===== config.mk =====
export PLATFORM = sky130hd
export DESIGN_NAME = synced_time_base_flat
export DESIGN_NICKNAME = d
export VERILOG_FILES = /design/src/stb_pkg.sv /design/src/stb_ifs.sv /design/src/stb_datapath.sv /design/src/stb_ctrl.sv /design/src/synced_time_base.sv /design/src/flat_wrapper.sv
export SDC_FILE = /design/constraint.sdc
export NUM_CORES = 2
export LEC_CHECK = 0
export ABC_AREA = 1
export BUFFER_PORTS_ARGS = -buffer_cell sky130_fd_sc_hd__buf_4
export CAP_MARGIN = 25
export CORE_MARGIN = 4
export CORE_UTILIZATION = 50
export DETAILED_ROUTE_END_ITERATION = 12
export GPL_TIMING_DRIVEN = 1
export PLACE_DENSITY = 0.66
export SLEW_MARGIN = 20
export SYNTH_ARGS = -nofsm -noshare
export SYNTH_HDL_FRONTEND = slang
export SYNTH_HIERARCHICAL = 1
export SYNTH_SLANG_ARGS = --single-unit

===== constraint.sdc =====
create_clock -name clock -period 7.23 [get_ports clock]
set_clock_uncertainty 0.1 [all_clocks]
set_input_delay 1.0845 -clock clock [delete_from_list [all_inputs] [get_ports clock]]
set_output_delay 1.0845 -clock clock [all_outputs]
set_load 0.01 [all_outputs]

===== src/stb_pkg.sv =====
package stb_pkg;

   // Field widths fixed by the channel formats
   localparam int unsigned OFFSET_WIDTH = 48;
   localparam int unsigned TIME_WIDTH   = 32;

   // Default fraction width of the timestamp and offset
   localparam int unsigned FRACTION_BITS_DEFAULT = 16;

   // Tick rate after reset
   localparam logic [TIME_WIDTH-1:0] TPS_RESET = 32'd50000000;

   typedef enum logic [1:0] {
      OP_TICK,
      OP_READ,
      OP_SYNC,
      OP_UNSYNC
   } opcode_type;

   typedef enum logic [1:0] {
      KIND_ROLLOVER,
      KIND_READING,
      KIND_SYNC_APPLIED,
      KIND_SYNC_REJECTED
   } kind_type;

   // Datapath operations issued by the controller
   typedef enum logic [2:0] {
      DP_NONE,
      DP_LOAD,
      DP_TICK,
      DP_DIV_STEP,
      DP_MUL,
      DP_ADD,
      DP_FIX,
      DP_UNSYNC
   } dp_op_type;

   typedef struct packed {
      dp_op_type op;
      logic      rsp_load;
      kind_type  kind;
   } dp_cmd_type;

   typedef struct packed {
      opcode_type opcode;
      logic       synced;
      logic       rollover;
      logic       div_last;
   } dp_status_type;

endpackage


===== src/stb_ifs.sv =====
interface stb_req_if import stb_pkg::*; ();
   logic                           valid;
   logic                           ready;
   opcode_type                     opcode;
   logic signed [OFFSET_WIDTH-1:0] offset_q16;

   modport source (output valid, opcode, offset_q16, input ready);
   modport sink   (input valid, opcode, offset_q16, output ready);
endinterface

interface stb_rsp_if import stb_pkg::*; ();
   logic                  valid;
   logic                  ready;
   kind_type              result_kind;
   logic [TIME_WIDTH-1:0] seconds_value;
   logic [TIME_WIDTH-1:0] timestamp_q16;

   modport source (output valid, result_kind, seconds_value, timestamp_q16, input ready);
   modport sink   (input valid, result_kind, seconds_value, timestamp_q16, output ready);
endinterface

interface stb_csr_if import stb_pkg::*; ();
   logic                  valid;
   logic                  ready;
   logic [TIME_WIDTH-1:0] ticks_per_second;

   modport source (output valid, ticks_per_second, input ready);
   modport sink   (input valid, ticks_per_second, output ready);
endinterface


===== src/stb_datapath.sv =====
module stb_datapath import stb_pkg::*; #(
   parameter int unsigned FRACTION_BITS = FRACTION_BITS_DEFAULT
) (
   input  logic                           clock,
   input  logic                           reset,
   input  opcode_type                     req_opcode,
   input  logic signed [OFFSET_WIDTH-1:0] req_offset_q16,
   input  logic                           csr_valid,
   input  logic [TIME_WIDTH-1:0]          csr_data,
   input  dp_cmd_type                     cmd,
   output dp_status_type                  status,
   output kind_type                       rsp_kind,
   output logic [TIME_WIDTH-1:0]          rsp_seconds,
   output logic [TIME_WIDTH-1:0]          rsp_timestamp
);

   localparam int unsigned CNT_W  = $clog2(FRACTION_BITS);
   localparam int unsigned PROD_W = FRACTION_BITS + TIME_WIDTH;
   localparam int unsigned WIDE_W = TIME_WIDTH + 2;

   // Architectural state
   logic [TIME_WIDTH-1:0] tps_ff;
   logic [TIME_WIDTH-1:0] tick_ff, tick_in;
   logic [TIME_WIDTH-1:0] sec_ff, sec_in;
   logic                  synced_ff, synced_in;

   // Per-item working registers
   opcode_type               opcode_ff;
   logic                     neg_ff;
   logic [TIME_WIDTH-1:0]    ipart_ff;
   logic [FRACTION_BITS-1:0] fpart_ff;
   logic                     sat_ff;
   logic [TIME_WIDTH-1:0]    rem_ff, rem_in;
   logic [FRACTION_BITS-1:0] quo_ff;
   logic [CNT_W-1:0]         cnt_ff;
   logic [PROD_W-1:0]        prod_ff;
   logic [WIDE_W-1:0]        n_ff;
   logic [TIME_WIDTH-1:0]    ioff_ff;

   // Result register
   kind_type              rsp_kind_ff;
   logic [TIME_WIDTH-1:0] rsp_sec_ff;
   logic [TIME_WIDTH-1:0] rsp_ts_ff;

   logic [OFFSET_WIDTH-1:0]             raw;
   logic [OFFSET_WIDTH-1:0]             mag;
   logic [TIME_WIDTH:0]                 tick_next;
   logic                                rollover;
   logic [TIME_WIDTH:0]                 rem_sh;
   logic [TIME_WIDTH:0]                 rem_sub;
   logic                                div_ge;
   logic [TIME_WIDTH-1:0]               delta;
   logic [WIDE_W-1:0]                   tps_wide;
   logic [WIDE_W-1:0]                   n_sum;
   logic                                carry_up;
   logic                                carry_down;
   logic [TIME_WIDTH-1:0]               sec_corr;
   logic [TIME_WIDTH+FRACTION_BITS-1:0] sec_sh;
   logic [FRACTION_BITS-1:0]            frac;
   logic [TIME_WIDTH-1:0]               ts;

   // Split the offset magnitude into whole seconds and fraction
   assign raw = req_offset_q16;
   assign mag = raw[OFFSET_WIDTH-1] ? OFFSET_WIDTH'(~raw + 48'd1) : raw;

   // Tick rollover check
   assign tick_next = {1'b0, tick_ff} + 33'd1;
   assign rollover  = tick_next >= {1'b0, tps_ff};

   // One restoring division step for the fraction
   assign rem_sh  = {rem_ff, 1'b0};
   assign div_ge  = rem_sh >= {1'b0, tps_ff};
   assign rem_sub = rem_sh - {1'b0, tps_ff};
   assign rem_in  = div_ge ? rem_sub[TIME_WIDTH-1:0] : rem_sh[TIME_WIDTH-1:0];

   // Sync offset in ticks and the adjusted count
   assign delta    = prod_ff[PROD_W-1:FRACTION_BITS];
   assign tps_wide = {2'b00, tps_ff};
   assign n_sum    = neg_ff ? ({2'b00, tick_ff} - {2'b00, delta})
                            : ({2'b00, tick_ff} + {2'b00, delta});

   // Single carry or borrow correction into seconds
   assign carry_down = n_ff[WIDE_W-1];
   assign carry_up   = !carry_down && (n_ff >= tps_wide);
   assign sec_corr   = carry_up ? 32'd1 : (carry_down ? '1 : '0);

   always_comb begin
      tick_in   = tick_ff;
      sec_in    = sec_ff;
      synced_in = synced_ff;
      case (cmd.op)
         DP_TICK: begin
            if (rollover) begin
               tick_in = '0;
               sec_in  = sec_ff + 32'd1;
            end else begin
               tick_in = tick_next[TIME_WIDTH-1:0];
            end
         end
         DP_FIX: begin
            if (carry_up) begin
               tick_in = TIME_WIDTH'(n_ff - tps_wide);
            end else if (carry_down) begin
               tick_in = TIME_WIDTH'(n_ff + tps_wide);
            end else begin
               tick_in = n_ff[TIME_WIDTH-1:0];
            end
            sec_in    = sec_ff + ioff_ff + sec_corr;
            synced_in = 1'b1;
         end
         DP_UNSYNC: synced_in = 1'b0;
         default: ;
      endcase
   end

   // Hold the time base and the tick rate
   always_ff @(posedge clock) begin
      if (reset) begin
         tps_ff    <= TPS_RESET;
         tick_ff   <= '0;
         sec_ff    <= '0;
         synced_ff <= 1'b0;
      end else begin
         if (csr_valid) begin
            tps_ff <= csr_data;
         end
         tick_ff   <= tick_in;
         sec_ff    <= sec_in;
         synced_ff <= synced_in;
      end
   end

   // Capture the item and advance the working registers
   always_ff @(posedge clock) begin
      case (cmd.op)
         DP_LOAD: begin
            opcode_ff <= req_opcode;
            neg_ff    <= raw[OFFSET_WIDTH-1];
            ipart_ff  <= TIME_WIDTH'(mag >> FRACTION_BITS);
            fpart_ff  <= mag[FRACTION_BITS-1:0];
            sat_ff    <= tick_ff >= tps_ff;
            rem_ff    <= tick_ff;
            quo_ff    <= '0;
            cnt_ff    <= '0;
         end
         DP_DIV_STEP: begin
            rem_ff <= rem_in;
            quo_ff <= {quo_ff[FRACTION_BITS-2:0], div_ge};
            cnt_ff <= cnt_ff + CNT_W'(1);
         end
         DP_MUL: prod_ff <= PROD_W'(fpart_ff) * PROD_W'(tps_ff);
         DP_ADD: begin
            n_ff    <= n_sum;
            ioff_ff <= neg_ff ? TIME_WIDTH'(-ipart_ff) : ipart_ff;
         end
         default: ;
      endcase
   end

   // Form the timestamp of a reading
   assign sec_sh = {sec_ff, {FRACTION_BITS{1'b0}}};
   assign frac   = sat_ff ? '1 : quo_ff;
   assign ts     = sec_sh[TIME_WIDTH-1:0] + TIME_WIDTH'(frac);

   // Load the result register
   always_ff @(posedge clock) begin
      if (cmd.rsp_load) begin
         rsp_kind_ff <= cmd.kind;
         rsp_sec_ff  <= sec_ff;
         rsp_ts_ff   <= (cmd.kind == KIND_READING) ? ts : '0;
      end
   end

   assign status.opcode   = opcode_ff;
   assign status.synced   = synced_ff;
   assign status.rollover = rollover;
   assign status.div_last = cnt_ff == CNT_W'(FRACTION_BITS - 1);

   assign rsp_kind      = rsp_kind_ff;
   assign rsp_seconds   = rsp_sec_ff;
   assign rsp_timestamp = rsp_ts_ff;

endmodule


===== src/stb_ctrl.sv =====
module stb_ctrl import stb_pkg::*; (
   input  logic          clock,
   input  logic          reset,
   input  logic          req_valid,
   output logic          req_ready,
   output logic          rsp_valid,
   input  logic          rsp_ready,
   output dp_cmd_type    cmd,
   input  dp_status_type status
);

   typedef enum logic [2:0] {
      ST_IDLE,
      ST_DISPATCH,
      ST_DIV,
      ST_ADD,
      ST_FIX,
      ST_EMIT
   } state_type;

   state_type state_ff, state_in;
   kind_type  kind_ff, kind_in;
   logic      rsp_valid_ff, rsp_valid_in;

   always_comb begin
      state_in     = state_ff;
      kind_in      = kind_ff;
      rsp_valid_in = rsp_valid_ff && !rsp_ready;
      cmd.op       = DP_NONE;
      cmd.rsp_load = 1'b0;
      cmd.kind     = kind_ff;
      unique case (state_ff)
         ST_IDLE: begin
            if (req_valid) begin
               cmd.op   = DP_LOAD;
               state_in = ST_DISPATCH;
            end
         end
         ST_DISPATCH: begin
            unique case (status.opcode)
               OP_TICK: begin
                  cmd.op = DP_TICK;
                  if (status.rollover) begin
                     kind_in  = KIND_ROLLOVER;
                     state_in = ST_EMIT;
                  end else begin
                     state_in = ST_IDLE;
                  end
               end
               OP_READ: state_in = ST_DIV;
               OP_SYNC: begin
                  if (status.synced) begin
                     kind_in  = KIND_SYNC_REJECTED;
                     state_in = ST_EMIT;
                  end else begin
                     cmd.op   = DP_MUL;
                     state_in = ST_ADD;
                  end
               end
               OP_UNSYNC: begin
                  cmd.op   = DP_UNSYNC;
                  state_in = ST_IDLE;
               end
               default: state_in = ST_IDLE;
            endcase
         end
         ST_DIV: begin
            cmd.op = DP_DIV_STEP;
            if (status.div_last) begin
               kind_in  = KIND_READING;
               state_in = ST_EMIT;
            end
         end
         ST_ADD: begin
            cmd.op   = DP_ADD;
            state_in = ST_FIX;
         end
         ST_FIX: begin
            cmd.op   = DP_FIX;
            kind_in  = KIND_SYNC_APPLIED;
            state_in = ST_EMIT;
         end
         ST_EMIT: begin
            // Wait until the result register is free
            if (!rsp_valid_ff || rsp_ready) begin
               cmd.rsp_load = 1'b1;
               rsp_valid_in = 1'b1;
               state_in     = ST_IDLE;
            end
         end
         default: state_in = ST_IDLE;
      endcase
   end

   // Hold state, result kind and result valid
   always_ff @(posedge clock) begin
      if (reset) begin
         state_ff     <= ST_IDLE;
         kind_ff      <= KIND_ROLLOVER;
         rsp_valid_ff <= 1'b0;
      end else begin
         state_ff     <= state_in;
         kind_ff      <= kind_in;
         rsp_valid_ff <= rsp_valid_in;
      end
   end

   assign req_ready = state_ff == ST_IDLE;
   assign rsp_valid = rsp_valid_ff;

endmodule


===== src/synced_time_base.sv =====
// Time base with a sub-second tick count and a seconds count. One item is
// taken at a time; req ready is high only between items. A tick reports
// only when it rolls over, an unsync never reports, and the read fraction
// comes out of a restoring divider that produces one quotient bit per cycle,
// and that loop sets the longest item spacing. A sync runs the fraction
// times the tick rate through the multiplier, then an add and a carry
// correction step. Results sit in an output register, so the next item is
// taken while a result still waits; a finished item stalls only while the
// previous result is not yet taken. The tick rate may be written only while
// the block is idle, and the write channel is always ready.
module synced_time_base import stb_pkg::*; #(
   parameter int unsigned FRACTION_BITS = FRACTION_BITS_DEFAULT
) (
   input logic    clock,
   input logic    reset,
   stb_req_if.sink   req_bus,
   stb_rsp_if.source rsp_bus,
   stb_csr_if.sink   csr_bus
);

   dp_cmd_type    cmd;
   dp_status_type status;

   stb_ctrl u_ctrl (
      .clock     (clock),
      .reset     (reset),
      .req_valid (req_bus.valid),
      .req_ready (req_bus.ready),
      .rsp_valid (rsp_bus.valid),
      .rsp_ready (rsp_bus.ready),
      .cmd       (cmd),
      .status    (status)
   );

   stb_datapath #(
      .FRACTION_BITS (FRACTION_BITS)
   ) u_datapath (
      .clock          (clock),
      .reset          (reset),
      .req_opcode     (req_bus.opcode),
      .req_offset_q16 (req_bus.offset_q16),
      .csr_valid      (csr_bus.valid),
      .csr_data       (csr_bus.ticks_per_second),
      .cmd            (cmd),
      .status         (status),
      .rsp_kind       (rsp_bus.result_kind),
      .rsp_seconds    (rsp_bus.seconds_value),
      .rsp_timestamp  (rsp_bus.timestamp_q16)
   );

   // Accept every register write
   assign csr_bus.ready = 1'b1;

endmodule


===== src/flat_wrapper.sv =====
// flat-port wrapper written by rule: the top's interface ports become plain ports
module synced_time_base_flat import stb_pkg::*;
#(
   parameter int unsigned FRACTION_BITS = FRACTION_BITS_DEFAULT
)
  (clock, reset, req_bus_valid, req_bus_opcode, req_bus_offset_q16, req_bus_ready, rsp_bus_valid, rsp_bus_result_kind, rsp_bus_seconds_value, rsp_bus_timestamp_q16, rsp_bus_ready, csr_bus_valid, csr_bus_ticks_per_second, csr_bus_ready);
  stb_req_if req_bus_i ();
  stb_rsp_if rsp_bus_i ();
  stb_csr_if csr_bus_i ();
  input logic clock;
  input logic reset;
  input wire logic [$bits(req_bus_i.valid)-1:0] req_bus_valid;
  input wire logic [$bits(req_bus_i.opcode)-1:0] req_bus_opcode;
  input wire logic [$bits(req_bus_i.offset_q16)-1:0] req_bus_offset_q16;
  output wire logic [$bits(req_bus_i.ready)-1:0] req_bus_ready;
  output wire logic [$bits(rsp_bus_i.valid)-1:0] rsp_bus_valid;
  output wire logic [$bits(rsp_bus_i.result_kind)-1:0] rsp_bus_result_kind;
  output wire logic [$bits(rsp_bus_i.seconds_value)-1:0] rsp_bus_seconds_value;
  output wire logic [$bits(rsp_bus_i.timestamp_q16)-1:0] rsp_bus_timestamp_q16;
  input wire logic [$bits(rsp_bus_i.ready)-1:0] rsp_bus_ready;
  input wire logic [$bits(csr_bus_i.valid)-1:0] csr_bus_valid;
  input wire logic [$bits(csr_bus_i.ticks_per_second)-1:0] csr_bus_ticks_per_second;
  output wire logic [$bits(csr_bus_i.ready)-1:0] csr_bus_ready;
  assign req_bus_i.valid = req_bus_valid;
  assign req_bus_i.opcode = req_bus_opcode;
  assign req_bus_i.offset_q16 = req_bus_offset_q16;
  assign req_bus_ready = req_bus_i.ready;
  assign rsp_bus_valid = rsp_bus_i.valid;
  assign rsp_bus_result_kind = rsp_bus_i.result_kind;
  assign rsp_bus_seconds_value = rsp_bus_i.seconds_value;
  assign rsp_bus_timestamp_q16 = rsp_bus_i.timestamp_q16;
  assign rsp_bus_i.ready = rsp_bus_ready;
  assign csr_bus_i.valid = csr_bus_valid;
  assign csr_bus_i.ticks_per_second = csr_bus_ticks_per_second;
  assign csr_bus_ready = csr_bus_i.ready;
  synced_time_base #(.FRACTION_BITS(FRACTION_BITS)) u_core (.clock(clock), .reset(reset), .req_bus(req_bus_i), .rsp_bus(rsp_bus_i), .csr_bus(csr_bus_i));
endmodule

==> metrics.md <==
| Metric | Value |
|---|---|
| Share of the synthesized area in the top cell type | 18.29% |
| Post-DP HPWL | 148.8 mm |
| Congestion Overflow GR | 0 |
| Max Cap Viol | 0 |
| Ys async rst share | 0% |
| Post-synth EDFFs | 268 |
| Final setup margin | 341.5 ps |
| Area grow syn2layout | 9.045% |
| Post-place setup slack | 456.7 ps |
| Final WL | 181.0 mm |
| Final Setup Violations | 0 |
| Via count | 47,180 |
| # IOs | 156 |
| DIE HEIGHT | 323.3 um |
| Hold Buf Count CTS | 0 |
| RSZ-0062 raised after global routing | false |
| Yosys reg bits | 371 |
| Required @ worst endpoint | 7490 ps |
| Unique masters post-synth | 64 |
| Via density | 5.586 |
| Clock transition at path regs | 60 ps |
| Row cnt | 115 |
| Final period utilization | 95.28% |
| Area leader, netlist | fa_1 |
| Mapped cell area | 49,700 sq um |
| Violation count after the first detailed-route iteration | 5,057 |
| Largest net degree at the start of global routing | 67 |
| Fmax | 145.2 MHz |
| Vias in the first global route | 45,960 |
| Post_cts resized | 0 |
| Worst Hold Slack | 340.3 ps |
| Synth Net Count | 7,955 |
| Die Wd | 323.3 um |
| TritonCTS clock tree | done |
| Initial antenna violation count | 6 |
| Die Footprint | 104,500 sq um |
| Dominant cell by count in the synthesized netlist | nand2_1 |
| Gpl congestion | 1.040 |
| Hold Crit Class | reg2reg |
| Critical Path Source Type | flop |
| Headroom to the max-slew limit | 29.63% |
| Avg Inst Size Synth | 7.064 sq um |
| Layout Nets | 8,040 |
| Routed len/inst | 21.43 um |
| Share of cells above drive strength 1 | 5.617% |
| Clock Latency Late Sink | 660 ps |
| Clock buffer depth | 3 |
| Synth cell count leaders | 1,859 x nand2_1, 1,389 x inv_1, 627 x nor2_1 |
| Measured slew at the worst slew-check pin | 1056 ps |
| Hold Violations, Final | 0 |
| Final ANT Viol Nets | 0 |
| Post-route cell area | 54,200 sq um |
| Final Critical Period | 6888 ps |
| Synth warn | 6 |
| Total track usage | 34.61% |
| Global-route wire length before repair | 275.7 mm |
| H-Tree Depth | 2 |
| Starting Density | 50.42% |
| DRC | 0 |
| Status | finished, final reports clean |
| Fin. max-slew vios | 0 |
| Core area | 98,560 sq um |
| CTS Sinks | 371 |
| Synth area leaders | fa_1 18%, edfxtp_1 16%, nand2_1 14% |
| CP max FO | 9 |
| Register area share after synthesis | 20.34% |
| CP Data Arrival Time | 7150 ps |
| Endpoint type of the worst setup path | flop |
| Placement Cell Area | 52,530 sq um |
| Setup TNS Final | 0 ps |
| CTS root buffer | clkbuf_16 |
| Flop2flop setup slack | 340 ps |
| Total CTS buffers | 45 |
| Setup repair bufs after CTS | 0 |
| DRT Pass-1 Iters | 6 |
| Crit Path Category | reg2reg |
| Top_reg_cell synth | edfxtp_1 |
| Mapped Cells | 7,036 |
| I/O Buffers | 154 |
critical path: stages (launching register included):
cell and delay [ps]:
dfxtp_1 950, buf_4 310, nand2_1 100, fa_1 590, inv_1 60, fa_1 570, fa_1 450, fa_1 500
fa_1 500, inv_1 50, fa_1 480, inv_1 50, ha_1 360, nand2_1 100, nor2_1 220, nand2_1 120
nor4_1 420, a21oi_1 210, o21ai_0 330, xor2_1 140
metal layers:
| layer | vias up | part of all wire [%] | GRT usage [%] |
|---|---|---|---|
| met1 | 22470 | 42 | 47.62 |
| met3 | 406 | 9.3 | 5.894 |
| li1 | 22080 | - | - |
| met5 | - | 0.0072 | 0 |
| met4 | 2 | 4.5 | 13.33 |
| met2 | 2227 | 44 | 54.80 |
flip-flops by register name (all words and copies together), names as in the netlist:
register,cells
u_core/u_datapath/tps_ff,32
u_core/u_datapath/opcode_ff,2
u_core/u_datapath/cnt_ff,4
u_core/u_datapath/ioff_ff,32
u_core/u_ctrl/kind_ff,2
u_core/u_datapath/rsp_seconds,32
u_core/u_datapath/rsp_timestamp,32
u_core/u_datapath/prod_ff,32
u_core/u_datapath/rem_ff,32
u_core/u_ctrl/rsp_valid,1
u_core/u_datapath/neg_ff,1
u_core/u_datapath/synced_ff,1
u_core/u_datapath/quo_ff,16
u_core/u_datapath/tick_ff,32
u_core/u_datapath/sec_ff,32
u_core/u_datapath/n_ff,34
u_core/u_datapath/ipart_ff,32
u_core/u_datapath/fpart_ff,16
u_core/u_datapath/sat_ff,1
u_core/u_ctrl/state_ff,3
u_core/u_datapath/rsp_kind,2
worst paths after layout:
check                                            start                                          end  cells after the start
max          u_core/u_datapath/tps_ff[12]$_SDFFE_PP1P_      u_core/u_datapath/prod_ff[37]$_DFFE_PN_                     19
min          u_core/u_datapath/sec_ff[30]$_SDFFE_PP0P_  u_core/u_datapath/rsp_seconds[30]$_DFFE_PP_                      0
min reg2reg  u_core/u_datapath/sec_ff[30]$_SDFFE_PP0P_  u_core/u_datapath/rsp_seconds[30]$_DFFE_PP_                      0
max reg2reg  u_core/u_datapath/tps_ff[12]$_SDFFE_PP1P_      u_core/u_datapath/prod_ff[37]$_DFFE_PN_                     19
through the flow:
step	util [%]	instances
floorplan	-	7036
global placement	53.30	8360
detailed placement	53.30	8360
CTS	54.97	8443
global route	54.98	8445
finish	54.99	8446
final cells by class:
class                   instances  area [sq um]
clock buffers                  58          1256
fillers                      9740         44370
clock inverters                25         389.1
well taps                    1287          1610
repair buffers                284          2190
multi-input cells            5023         33390
flip-flops and latches        371         10110
inverters                    1396          5243
diodes                          2         5.005
cell families (layout without fill, tap and decap cells):
kind of cell | after synthesis | in the layout | synth area share (%)
DFF | 371 | 371 | 20.34
adders and majority gates | 832 | 832 | 27.80
xor gates and xnor gates | 245 | 245 | 4.318
other | 1 | 3 | 0.007545
and+or+nand+nor | 3100 | 3100 | 25.61
buffers and inverters | 1642 | 1763 | 12.57
AOI/OAI and AO/OA | 844 | 844 | 9.325
muxes | 1 | 1 | 0.02014
placed cells by master (no fill, tap or decap), types with 90 or more instances in the layout:
| cell type | n |
|---|---|
| fa_1 | 454 |
| edfxtp_1 | 268 |
| nand2_1 | 1858 |
| nor2_1 | 625 |
| buf_4 | 279 |
| dfxtp_1 | 103 |
| nand4_1 | 90 |
| ha_1 | 378 |
| xor2_1 | 187 |
| nand3_1 | 335 |
| inv_1 | 1389 |
| o21ai_0 | 263 |
| a21oi_1 | 413 |
Power is left out: the tool's default activity adds up to more than one toggle a clock period on the data nets, which glitch-free logic cannot reach.
